$ cat config.mk
export PLATFORM = sky130hd
export DESIGN_NAME = pid_temperature_controller
export DESIGN_NICKNAME = d
export VERILOG_FILES = /design/src/rtl/core/ptc_pkg.sv /design/src/rtl/core/pid_temperature_controller.sv /design/src/rtl/core/ptc_front.sv /design/src/rtl/core/ptc_mult.sv /design/src/rtl/core/ptc_out.sv
export SDC_FILE = /design/constraint.sdc
export NUM_CORES = 2
export LEC_CHECK = 0
export BUFFER_PORTS_ARGS = -buffer_cell sky130_fd_sc_hd__buf_2
export CAP_MARGIN = 40
export CORE_AREA = 2 2 262 329
export DETAILED_ROUTE_END_ITERATION = 7
export DIE_AREA = 0 0 264 331
export GPL_TIMING_DRIVEN = 1
export PLACE_DENSITY = 0.89
export SETUP_SLACK_MARGIN = 0.1
export SLEW_MARGIN = 40
export SYNTH_ARGS = -nofsm -noshare
export SYNTH_HDL_FRONTEND = slang
export SYNTH_SLANG_ARGS = --single-unit
$ cat constraint.sdc
create_clock -name clk -period 6.91 [get_ports clk]
set_input_delay 0.3455 -clock clk [delete_from_list [all_inputs] [get_ports clk]]
set_output_delay 0.3455 -clock clk [all_outputs]
set_load 0.01 [all_outputs]
$ cat src/rtl/core/ptc_pkg.sv
package ptc_pkg;

	localparam int TEMP_W  = 12;
	localparam int SP_W    = 8;
	localparam int GAIN_W  = 16;
	localparam int ERR_W   = 12;
	localparam int INTEG_W = 16;
	localparam int E10_W   = 16;
	localparam int D100_W  = 20;
	localparam int PI_W    = 32;
	localparam int PD_W    = 36;
	localparam int SUM_W   = 37;
	localparam int DRV_W   = 8;
	localparam int SPD_W   = 7;

	localparam logic signed [ERR_W:0]     ERR_MAX     = 13'sd2047;
	localparam logic signed [ERR_W:0]     ERR_MIN     = -13'sd2048;
	localparam logic signed [INTEG_W:0]   INTEG_LIMIT = 17'sd20000;
	localparam logic        [SUM_W-1:0]   SAT_MAG     = 37'd2560000;
	localparam logic        [12:0]        RECIP_25    = 13'd5243;
	localparam logic        [SPD_W-1:0]   OUT_LIMIT   = 7'd100;

	localparam logic signed [SP_W-1:0]    SP_RESET = 8'sd30;
	localparam logic signed [GAIN_W-1:0]  KP_RESET = 16'sd2560;
	localparam logic signed [GAIN_W-1:0]  KI_RESET = 16'sd26;
	localparam logic signed [GAIN_W-1:0]  KD_RESET = 16'sd1280;

	typedef enum logic [1:0] {
		REG_SETPOINT = 2'd0,
		REG_KP       = 2'd1,
		REG_KI       = 2'd2,
		REG_KD       = 2'd3
	} ptc_reg_t;

	typedef struct packed {
		logic signed [GAIN_W-1:0] kp;
		logic signed [GAIN_W-1:0] ki;
		logic signed [GAIN_W-1:0] kd;
	} ptc_gain_t;

	typedef struct packed {
		logic                     upd;
		logic signed [ERR_W-1:0]  err;
		logic signed [E10_W-1:0]  err_x10;
		logic signed [INTEG_W-1:0] integ;
		logic signed [D100_W-1:0] diff_x100;
	} ptc_err_t;

	typedef struct packed {
		logic                    upd;
		logic signed [ERR_W-1:0] err;
		logic signed [PI_W-1:0]  p_term;
		logic signed [PI_W-1:0]  i_term;
		logic signed [PD_W-1:0]  d_term;
	} ptc_prod_t;

endpackage

$ cat src/rtl/core/pid_temperature_controller.sv
// Pipeline: input register, then error, multiply, sum and output stages. Throughput:
// one item per cycle unless m_axis_tready stalls; integral and previous-error feedback
// closes within the error stage, so consecutive samples never wait on each other.
// Reset: clears all pipeline valids, integral and previous error, loads default
// setpoint and gains, and sets the held drive state to heater on, fan off.
module pid_temperature_controller import ptc_pkg::*; (
	input  logic        clk,
	input  logic        arst_n,
	input  logic        s_axis_tvalid,
	output logic        s_axis_tready,
	input  logic [15:0] s_axis_tdata,  // [11:0] temperature_tenths
	input  logic [1:0]  s_axis_tuser,  // [0] command, [1] sample_valid
	output logic        m_axis_tvalid,
	input  logic        m_axis_tready,
	output logic [31:0] m_axis_tdata,  // [11:0] error_tenths, [19:12] drive_output,
	                                   // [20] heater_on, [21] fan_on, [28:22] fan_speed
	output logic [0:0]  m_axis_tuser,  // [0] updated
	input  logic        cfg_valid,
	output logic        cfg_ready,
	input  logic [1:0]  cfg_index,
	input  logic [15:0] cfg_data
);

	logic                     valid_s1;
	logic                     cmd_s1;
	logic signed [TEMP_W-1:0] temp_s1;
	logic                     smpl_s1;

	logic signed [SP_W-1:0]   setpoint_q;
	ptc_gain_t                gains_q;
	logic                     cfg_fire;
	logic                     sp_clear;

	logic      front_ready;
	logic      err_valid;
	logic      err_ready;
	ptc_err_t  err_data;
	logic      prod_valid;
	logic      prod_ready;
	ptc_prod_t prod_data;

	logic                    res_upd;
	logic signed [ERR_W-1:0] res_err;
	logic signed [DRV_W-1:0] res_drive;
	logic                    res_heater;
	logic                    res_fan;
	logic [SPD_W-1:0]        res_speed;

	assign cfg_ready     = 1'b1;
	assign cfg_fire      = cfg_valid && cfg_ready;
	assign sp_clear      = cfg_fire && (ptc_reg_t'(cfg_index) == REG_SETPOINT);
	assign s_axis_tready = !valid_s1 || front_ready;

	always_ff @(posedge clk or negedge arst_n) begin
		if (!arst_n) begin
			setpoint_q <= SP_RESET;
			gains_q.kp <= KP_RESET;
			gains_q.ki <= KI_RESET;
			gains_q.kd <= KD_RESET;
		end else if (cfg_fire) begin
			unique case (ptc_reg_t'(cfg_index))
				REG_SETPOINT: setpoint_q <= cfg_data[SP_W-1:0];
				REG_KP:       gains_q.kp <= cfg_data;
				REG_KI:       gains_q.ki <= cfg_data;
				REG_KD:       gains_q.kd <= cfg_data;
				default:      ;
			endcase
		end
	end

	always_ff @(posedge clk or negedge arst_n) begin
		if (!arst_n) begin
			valid_s1 <= 1'b0;
		end else if (s_axis_tready) begin
			valid_s1 <= s_axis_tvalid;
		end
	end

	always_ff @(posedge clk) begin
		if (s_axis_tvalid && s_axis_tready) begin
			cmd_s1  <= s_axis_tuser[0];
			smpl_s1 <= s_axis_tuser[1];
			temp_s1 <= s_axis_tdata[TEMP_W-1:0];
		end
	end

	ptc_front u_front (
		.clk       (clk),
		.arst_n    (arst_n),
		.clear     (sp_clear),
		.setpoint  (setpoint_q),
		.in_valid  (valid_s1),
		.in_ready  (front_ready),
		.in_cmd    (cmd_s1),
		.in_temp   (temp_s1),
		.in_smpl   (smpl_s1),
		.out_valid (err_valid),
		.out_ready (err_ready),
		.out_data  (err_data)
	);

	ptc_mult u_mult (
		.clk       (clk),
		.arst_n    (arst_n),
		.gains     (gains_q),
		.in_valid  (err_valid),
		.in_ready  (err_ready),
		.in_data   (err_data),
		.out_valid (prod_valid),
		.out_ready (prod_ready),
		.out_data  (prod_data)
	);

	ptc_out u_out (
		.clk        (clk),
		.arst_n     (arst_n),
		.in_valid   (prod_valid),
		.in_ready   (prod_ready),
		.in_data    (prod_data),
		.out_valid  (m_axis_tvalid),
		.out_ready  (m_axis_tready),
		.out_upd    (res_upd),
		.out_err    (res_err),
		.out_drive  (res_drive),
		.out_heater (res_heater),
		.out_fan    (res_fan),
		.out_speed  (res_speed)
	);

	assign m_axis_tuser = res_upd;
	assign m_axis_tdata = {3'b000, res_speed, res_fan, res_heater, res_drive, res_err};

endmodule

$ cat src/rtl/core/ptc_front.sv
module ptc_front import ptc_pkg::*; (
	input  logic                    clk,
	input  logic                    arst_n,
	input  logic                    clear,
	input  logic signed [SP_W-1:0]  setpoint,
	input  logic                    in_valid,
	output logic                    in_ready,
	input  logic                    in_cmd,
	input  logic signed [TEMP_W-1:0] in_temp,
	input  logic                    in_smpl,
	output logic                    out_valid,
	input  logic                    out_ready,
	output ptc_err_t                out_data
);

	logic                      valid_s2;
	ptc_err_t                  data_s2;
	logic signed [INTEG_W-1:0] integ_q;
	logic signed [ERR_W-1:0]   prev_q;

	logic signed [ERR_W-1:0]   sp10;
	logic signed [ERR_W:0]     raw_err;
	logic signed [ERR_W-1:0]   err;
	logic signed [INTEG_W:0]   integ_raw;
	logic signed [INTEG_W-1:0] integ_next;
	logic signed [ERR_W:0]     diff;
	logic                      fire;
	logic                      upd;

	assign fire     = in_valid && in_ready;
	assign in_ready = !valid_s2 || out_ready;
	assign upd      = !in_cmd && in_smpl;

	always_comb begin
		sp10    = (ERR_W'(setpoint) <<< 3) + (ERR_W'(setpoint) <<< 1);
		raw_err = (ERR_W+1)'(sp10) - (ERR_W+1)'(in_temp);
		if (raw_err > ERR_MAX) begin
			err = ERR_MAX[ERR_W-1:0];
		end else if (raw_err < ERR_MIN) begin
			err = ERR_MIN[ERR_W-1:0];
		end else begin
			err = raw_err[ERR_W-1:0];
		end
		integ_raw = (INTEG_W+1)'(integ_q) + (INTEG_W+1)'(err);
		if (integ_raw > INTEG_LIMIT) begin
			integ_next = INTEG_LIMIT[INTEG_W-1:0];
		end else if (integ_raw < -INTEG_LIMIT) begin
			integ_next = INTEG_W'(-INTEG_LIMIT);
		end else begin
			integ_next = integ_raw[INTEG_W-1:0];
		end
		diff = (ERR_W+1)'(err) - (ERR_W+1)'(prev_q);
	end

	always_ff @(posedge clk or negedge arst_n) begin
		if (!arst_n) begin
			integ_q  <= '0;
			prev_q   <= '0;
			valid_s2 <= 1'b0;
		end else begin
			if (clear) begin
				integ_q <= '0;
				prev_q  <= '0;
			end else if (fire && in_cmd) begin
				integ_q <= '0;
				prev_q  <= '0;
			end else if (fire && upd) begin
				integ_q <= integ_next;
				prev_q  <= err;
			end
			if (in_ready) begin
				valid_s2 <= in_valid;
			end
		end
	end

	always_ff @(posedge clk) begin
		if (fire) begin
			data_s2.upd       <= upd;
			data_s2.err       <= err;
			data_s2.err_x10   <= (E10_W'(err) <<< 3) + (E10_W'(err) <<< 1);
			data_s2.integ     <= integ_next;
			data_s2.diff_x100 <= (D100_W'(diff) <<< 6) + (D100_W'(diff) <<< 5)
				+ (D100_W'(diff) <<< 2);
		end
	end

	assign out_valid = valid_s2;
	assign out_data  = data_s2;

endmodule

$ cat src/rtl/core/ptc_mult.sv
module ptc_mult import ptc_pkg::*; (
	input  logic      clk,
	input  logic      arst_n,
	input  ptc_gain_t gains,
	input  logic      in_valid,
	output logic      in_ready,
	input  ptc_err_t  in_data,
	output logic      out_valid,
	input  logic      out_ready,
	output ptc_prod_t out_data
);

	logic      valid_s3;
	ptc_prod_t data_s3;

	assign in_ready = !valid_s3 || out_ready;

	always_ff @(posedge clk or negedge arst_n) begin
		if (!arst_n) begin
			valid_s3 <= 1'b0;
		end else if (in_ready) begin
			valid_s3 <= in_valid;
		end
	end

	always_ff @(posedge clk) begin
		if (in_valid && in_ready) begin
			data_s3.upd    <= in_data.upd;
			data_s3.err    <= in_data.err;
			data_s3.p_term <= PI_W'(gains.kp) * PI_W'(in_data.err_x10);
			data_s3.i_term <= PI_W'(gains.ki) * PI_W'(in_data.integ);
			data_s3.d_term <= PD_W'(gains.kd) * PD_W'(in_data.diff_x100);
		end
	end

	assign out_valid = valid_s3;
	assign out_data  = data_s3;

endmodule

$ cat src/rtl/core/ptc_out.sv
module ptc_out import ptc_pkg::*; (
	input  logic                    clk,
	input  logic                    arst_n,
	input  logic                    in_valid,
	output logic                    in_ready,
	input  ptc_prod_t               in_data,
	output logic                    out_valid,
	input  logic                    out_ready,
	output logic                    out_upd,
	output logic signed [ERR_W-1:0] out_err,
	output logic signed [DRV_W-1:0] out_drive,
	output logic                    out_heater,
	output logic                    out_fan,
	output logic [SPD_W-1:0]        out_speed
);

	logic                    valid_s4;
	logic                    upd_s4;
	logic signed [ERR_W-1:0] err_s4;
	logic signed [SUM_W-1:0] sum_s4;

	logic                    valid_q;
	logic                    upd_q;
	logic signed [ERR_W-1:0] err_q;
	logic signed [DRV_W-1:0] drive_q;
	logic                    heater_q;
	logic                    fan_q;
	logic [SPD_W-1:0]        speed_q;

	logic                    s4_ready;
	logic                    neg;
	logic                    pos;
	logic [SUM_W-1:0]        mag;
	logic [24:0]             scaled;
	logic [SPD_W-1:0]        quot;
	logic signed [DRV_W-1:0] drive;

	assign s4_ready = !valid_q || out_ready;
	assign in_ready = !valid_s4 || s4_ready;

	// |S| / 25600 = (|S| >> 10) / 25, reciprocal exact below 2500
	always_comb begin
		neg    = sum_s4[SUM_W-1];
		pos    = !neg && (|sum_s4);
		mag    = neg ? SUM_W'(-sum_s4) : SUM_W'(sum_s4);
		scaled = 25'(mag[21:10]) * 25'(RECIP_25);
		quot   = (mag >= SAT_MAG) ? OUT_LIMIT : scaled[23:17];
		drive  = neg ? -DRV_W'(quot) : DRV_W'(quot);
	end

	always_ff @(posedge clk or negedge arst_n) begin
		if (!arst_n) begin
			valid_s4 <= 1'b0;
			valid_q  <= 1'b0;
			upd_q    <= 1'b0;
			err_q    <= '0;
			drive_q  <= '0;
			heater_q <= 1'b1;
			fan_q    <= 1'b0;
			speed_q  <= '0;
		end else begin
			if (in_ready) begin
				valid_s4 <= in_valid;
			end
			if (s4_ready) begin
				valid_q <= valid_s4;
			end
			if (valid_s4 && s4_ready) begin
				upd_q <= upd_s4;
				if (upd_s4) begin
					err_q    <= err_s4;
					drive_q  <= drive;
					heater_q <= pos;
					fan_q    <= neg;
					speed_q  <= neg ? quot : '0;
				end
			end
		end
	end

	always_ff @(posedge clk) begin
		if (in_valid && in_ready) begin
			upd_s4 <= in_data.upd;
			err_s4 <= in_data.err;
			sum_s4 <= SUM_W'(in_data.p_term) + SUM_W'(in_data.i_term)
				+ SUM_W'(in_data.d_term);
		end
	end

	assign out_valid  = valid_q;
	assign out_upd    = upd_q;
	assign out_err    = err_q;
	assign out_drive  = drive_q;
	assign out_heater = heater_q;
	assign out_fan    = fan_q;
	assign out_speed  = speed_q;

endmodule
Word level (Yosys, flattened, before mapping). Cells that the tools add are included.

Register bits: 361. Input port bits: 41. Output and inout bits: 36. Logic and storage cells: 100.

$add $sub $neg: 11. Multiply operators: 4. Order comparisons: 5. Equality and inequality tests: 3. Mux-type cells: 14. Reduce and logical (&&, ||, !) cells: 30.

Operators by type and width (number): 2-to-1 mux 16 bit (5); multiplier 16 x 16 -> 32 bit (2); 2-to-1 mux 12 bit (5); adder 33 x 36 -> 37 bit (1); >= comparator 37 x 22 -> 1 bit (second input constant) (1); 2-to-1 mux 37 bit (1); negation 37 bit (1); OR reduction 37 bit (1); multiplier 16 x 20 -> 36 bit (1); adder 32 x 32 -> 33 bit (1); subtractor 12 x 12 -> 13 bit (2); multiplier 12 x 13 -> 24 bit (second input constant) (1); adder 19 x 18 -> 20 bit (1); adder 20 x 15 -> 20 bit (1); adder 16 x 12 -> 17 bit (1); > comparator 17 x 16 -> 1 bit (second input constant) (1); < comparator 17 x 16 -> 1 bit (second input constant) (1); adder 15 x 13 -> 16 bit (1); 2-to-1 mux 7 bit (2); > comparator 13 x 12 -> 1 bit (second input constant) (1); < comparator 13 x 12 -> 1 bit (second input constant) (1); adder 11 x 9 -> 12 bit (1); logical AND 1 bit (10); AND reduction 2 bit (5); 8 further kinds (19).

Logic depth before layout (Yosys ltp).
Depth in word-level cells: 12. Depth in mapped cells: 38. Depth with buffers taken out: 38.

Modules after synthesis. A second synthesis with hierarchy kept.

Cell total of the unflattened synthesis: 5572. Area total of the unflattened synthesis: 54433.5 um2.

Modules (own cells, without submodules): ptc_mult (times used 1, cells each 3708, area an instance 35297.6 um2, seq. area each 3418.3 um2); ptc_out (times used 1, cells each 945, area an instance 9121.2 um2, seq. area each 2303.5 um2); ptc_front (times used 1, cells each 773, area an instance 7228.2 um2, seq. area each 2497.4 um2); pid_temperature_controller (times used 1, cells each 146, area an instance 2786.4 um2, seq. area each 1860.5 um2).

Worst setup path before layout. No wires, ideal clock.

Path kind: reg-to-reg. From: register setpoint_q[2]. To: register u_front.data_s2, in the netlist u_front.out_data[18], data pin. Library setup time: 0.265 ns. Arrival time: 7.201 ns. Data required time: 6.645 ns. Setup slack: -0.555 ns. Cell stages (with the launch flop): 36. Buffers on the path: 0. Clock period less this slack: 7.465 ns. Cell sequence: dfstp_2 > fa_1 > ha_1 > nor2b_1 > o21ai_0 > a21boi_0 > o21ai_0 > a211oi_1 > o311ai_0 > a41o_1 > nand2_1 > and2_1 > or2_2 > ha_1 > fa_1 > nor2b_1 > o21ai_0 > a21boi_0 > o21ai_0 > nand2_1 > nor2_1 > nor2_1 > inv_1 > fa_1 > inv_1 > ha_1 > nor2b_1 > o21ai_0 > a21boi_0 > o21ai_0 > a21boi_0 > o21a_1 > o21ai_0 > nand2b_1 > a21oi_1 > o21ai_0.

Longest elaborated chain between the ends: 8. Elaborated cells on any way between the ends: 9. Those cells by class: 5 x add/sub; 2 x order compare; 2 x mux.

Ends and longest elaborated chain: start, declared (RTL line pid_temperature_controller.sv:29) `logic signed [SP_W-1:0] setpoint_q;`; start signal, assigned (RTL line pid_temperature_controller.sv:62) `REG_SETPOINT: setpoint_q <= cfg_data[SP_W-1:0];`; adder 11 x 9 -> 12 bit (*) (RTL line ptc_front.sv:35) `sp10 = (ERR_W'(setpoint) <<< 3) + (ERR_W'(setpoint) <<< 1);`; subtractor 12 x 12 -> 13 bit (*) (RTL line ptc_front.sv:36) `raw_err = (ERR_W+1)'(sp10) - (ERR_W+1)'(in_temp);`; < comparator 13 x 12 -> 1 bit (RTL line ptc_front.sv:39) `end else if (raw_err < ERR_MIN) begin`; 2-to-1 mux 12 bit (RTL line ptc_front.sv:39); 2-to-1 mux 12 bit (*) (RTL line ptc_front.sv:37) `if (raw_err > ERR_MAX) begin`; subtractor 12 x 12 -> 13 bit (*) (RTL line ptc_front.sv:52) `diff = (ERR_W+1)'(err) - (ERR_W+1)'(prev_q);`; adder 19 x 18 -> 20 bit (RTL line ptc_front.sv:83) `data_s2.diff_x100 <= (D100_W'(diff) <<< 6) + (D100_W'(diff) <<< 5)`; adder 20 x 15 -> 20 bit (*) (RTL line ptc_front.sv:84) `+ (D100_W'(diff) <<< 2);`; end, declared (RTL line ptc_front.sv:17) `ptc_err_t data_s2;`.

Mark *: on every way between the ends. The rest lies on a longest branch, timed or not. A chain may end at the register's enable or synchronous reset.

==> impl_results.md <==
- Status: finished, violations left
- Failing checks: negative setup slack
- R2r setup slk: -0.49 ns
- Crit end category: flip-flop
- Syn_area_per_cell: 10.09 um2
- GRT busiest layer: met2
- CP max stage delay: 0.58 ns
- Worst reg2reg path depth: 25
- WL final: 163400 um
- Global placement routability congestion: 0.9684
- Critical register-to-register path startpoint: u_front.out_data[52]
- Post-synth top area share: 35.58%
- WP data arrival: 7.87 ns
- Hold Crit Endpoint: u_out.valid_s4
- Synthesis Warnings: 0
- Finish-stage setup viols: 22
- Cells after Synth: 4970
- DIE WIDTH: 264 um
- Worst Hold Class: in2reg
- CP Launch Point: u_front.out_data[52]
- Starting Density: 59.69%
- Period utilization: 107.1%
- Vias post-DR: 42100
- Crit-path slowest cell: fa_1
- Nets@finish: 6760
- Share of cells above drive strength 1: 16.40%
- Die Area: 87380 um2
- GR Util met3: 5.612%
- Max Cap Viol: 0
- Top post-synthesis cells by area: fa_1 36%, edfxtp_1 14%, ha_1 11%
- Worst R2R End: u_mult.out_data[98]
- Sequential share of the synthesized area: 19.93%
- Grt met2 use: 55.91%
- Skew final: 0.03165 ns
- Max Slew Vio Count: 0
- Synthesized flop and latch total: 352
- Tightest Pin Transition: 0.8202 ns
- # IOs: 77
- Startpoint type of the worst setup path: flip-flop
- Clk sink count: 352
- Clock root buffer: clkbuf_16
- GRT Total Usage: 32.21%
- Unique masters post-synth: 78
- Core ar.: 83980 um2
- DR pass1 iterations: 7
- Worst slack, placed: -0.5194 ns
- Vias in the first global route: 42240
- FILL cells: 5018
- WL/cell: 25.05 um
- Crit-path most repeated cell: fa_1
- Die Ht: 331 um
- Required time worst endpoint: 7.38 ns
- TritonCTS buffer count: 42
- Largest area contributor in the netlist: fa_1
- Upper clock frequency limit: 135.1 MHz
- Critical path's top delay family: adder cells
- Worst hold start: m_axis_tready
- DP Cell Count: 6268
- EDFF count, synth: 233
- Largest net degree at the start of global routing: 77
- Row count: 119
- Hold path depth: 4
- HPWL after DPL: 104500 um
- Most frequent cells in the layout: 983 x inv_1, 882 x fa_1, 581 x nand2_1, 400 x ha_1, 399 x buf_4
- First-pass GRT wire length: 219100 um
- Most common cell after layout, fill and taps aside: inv_1
- Post-synth top flop: edfxtp_1
- Post-route setup slack: -0.4929 ns
- Setup TNS Final: -4.193 ns
- Drc violations: 0
- CTS tree: done
- Total gr overflow: 0
- Critical path buffers and inverters: 7
- Met1 Use GR: 35.58%
- DP Area: 53550 um2
- Drt first-iter violations: 5493
- Critical path type: reg2reg
- Area growth syn-to-layout: 15.04%
- Final ANT Viol Nets: 0
- Async SR Flop Fraction: 33.81%
- Min Tclk post-route: 7.403 ns
- Clock Latency Late Sink: 0.62 ns
- Slew margin rel.: 45.32%
- Clk pin slew, worst setup/hold paths: 0.07 ns
- Initial antenna violation count: 13
- Mapped cell area: 50130 um2
- Clock buffer depth: 3
- Via-to-Cell Ratio: 6.455
- Final instance area: 57670 um2
- CP Max Fanout: 4
- Final hold vios: 0
- Post-Layout Cell Count: 6522
- RSZ-0062 raised after global routing: yes
- IO Port Bufs: 68
- H-Tree Depth: 2
-- sequential cells by signal (all words and copies together) (netlist names), 7 cells and up --
name,cells
u_out.sum_s4,37
u_mult.out_data,110
gains_q,48
u_front.out_data,59
u_front.integ_q,16
temp_s1,12
u_out.out_err,12
u_out.out_drive,8
setpoint_q,8
u_out.out_speed,7
u_out.err_s4,12
u_front.prev_q,12
-- tightest hold or removal path, stage by stage --
cell	delay, ns
buf_2	0.09
nor2b_1	0.06
nand2_1	0.09
nand2b_1	0.06
-- cells by family (layout without fill, tap and decap cells) --
| kind of cell | Yosys count | in the layout | share of synthesized area (%) |
|---|---|---|---|
| compound gates | 528 | 528 | 6.981 |
| xor+xnor | 193 | 193 | 3.372 |
| fa+ha+maj | 1335 | 1335 | 46.65 |
| buf+inv | 1145 | 1595 | 8.631 |
| flops | 352 | 352 | 19.93 |
| mux | 53 | 53 | 1.181 |
| other cells | 2 | 15 | 0.01498 |
| simple gates | 1362 | 1362 | 13.25 |
-- worst max path at each step --
stage / endpoint / cells after the start
2_1_floorplan: u_front.out_data[17] / 33
3_3_place_gp: u_front.out_data[18] / 31
3_5_place_dp: u_front.out_data[18] / 31
4_1_cts: u_front.out_data[17] / 35
5_1_grt: u_mult.out_data[98] / 25
6_report: u_mult.out_data[98] / 25
-- what timing repair did --
| item | CTS | global route |
|---|---|---|
| endpoints found under the hold margin | 78 | 0 |
| gates resized for setup | 130 | 196 |
| pin swaps | 111 | 152 |
| hold buffers | 16 | 0 |
| endpoints found under the setup margin | 30 | 61 |
| buffers inserted | 65 | 85 |
-- metal layers --
layer	vias up	share of wire [%]
met5	-	0.067
met4	10	11
met3	1555	12
met2	3863	47
met1	20200	30
li1	16480	-
-- cell usage after synthesis, drive strengths merged (6+ instances only) --
| cell type | instances |
|---|---|
| nor4 | 15 |
| xnor2 | 148 |
| a21o | 56 |
| nand4 | 15 |
| or3 | 17 |
| a21boi | 15 |
| mux2 | 49 |
| a21oi | 122 |
| dfstp | 12 |
| o311ai | 11 |
| o31ai | 12 |
| and2 | 315 |
| clkbuf | 130 |
| xor2 | 45 |
| a211oi | 28 |
| o21a | 22 |
| nand3b | 14 |
| buf | 14 |
| inv | 1001 |
| edfxtp | 233 |
| a41oi | 6 |
| nor2 | 145 |
| fa | 891 |
| o31a | 7 |
| a22o | 16 |
| nand3 | 42 |
| o21bai | 22 |
| ha | 440 |
| o211ai | 10 |
| a31o | 6 |
| and3 | 16 |
| nor2b | 25 |
| nand2 | 592 |
| nor3 | 55 |
| or4 | 11 |
| dfrtp | 107 |
| a211o | 8 |
| a31oi | 11 |
| or2 | 9 |
| o21ai | 123 |
| nand2b | 75 |
-- through the flow --
stage          hold slack [ns]  utilization, %
2_1_floorplan          0.04991               -
3_3_place_gp            0.4022           63.72
3_5_place_dp            0.4045           63.76
4_1_cts                0.06529           66.81
5_1_grt                0.08921           68.64
6_report               0.08449           68.67
-- final cells by class --
cell class              instances  area (um2)  area share (%)
diodes                         11       27.53         0.04773
inverters                    1001        3757           6.515
well taps                    1089        1363           2.363
clock inverters                25       240.2          0.4166
repair buffers                516        3902           6.767
flip-flops and latches        352       10030           17.39
clock buffers                  53        1112           1.929
multi-input cells            3475       37240           64.58
Power is left out: the tool's default activity adds up to more than one toggle a clock period on the data nets, which glitch-free logic cannot reach.
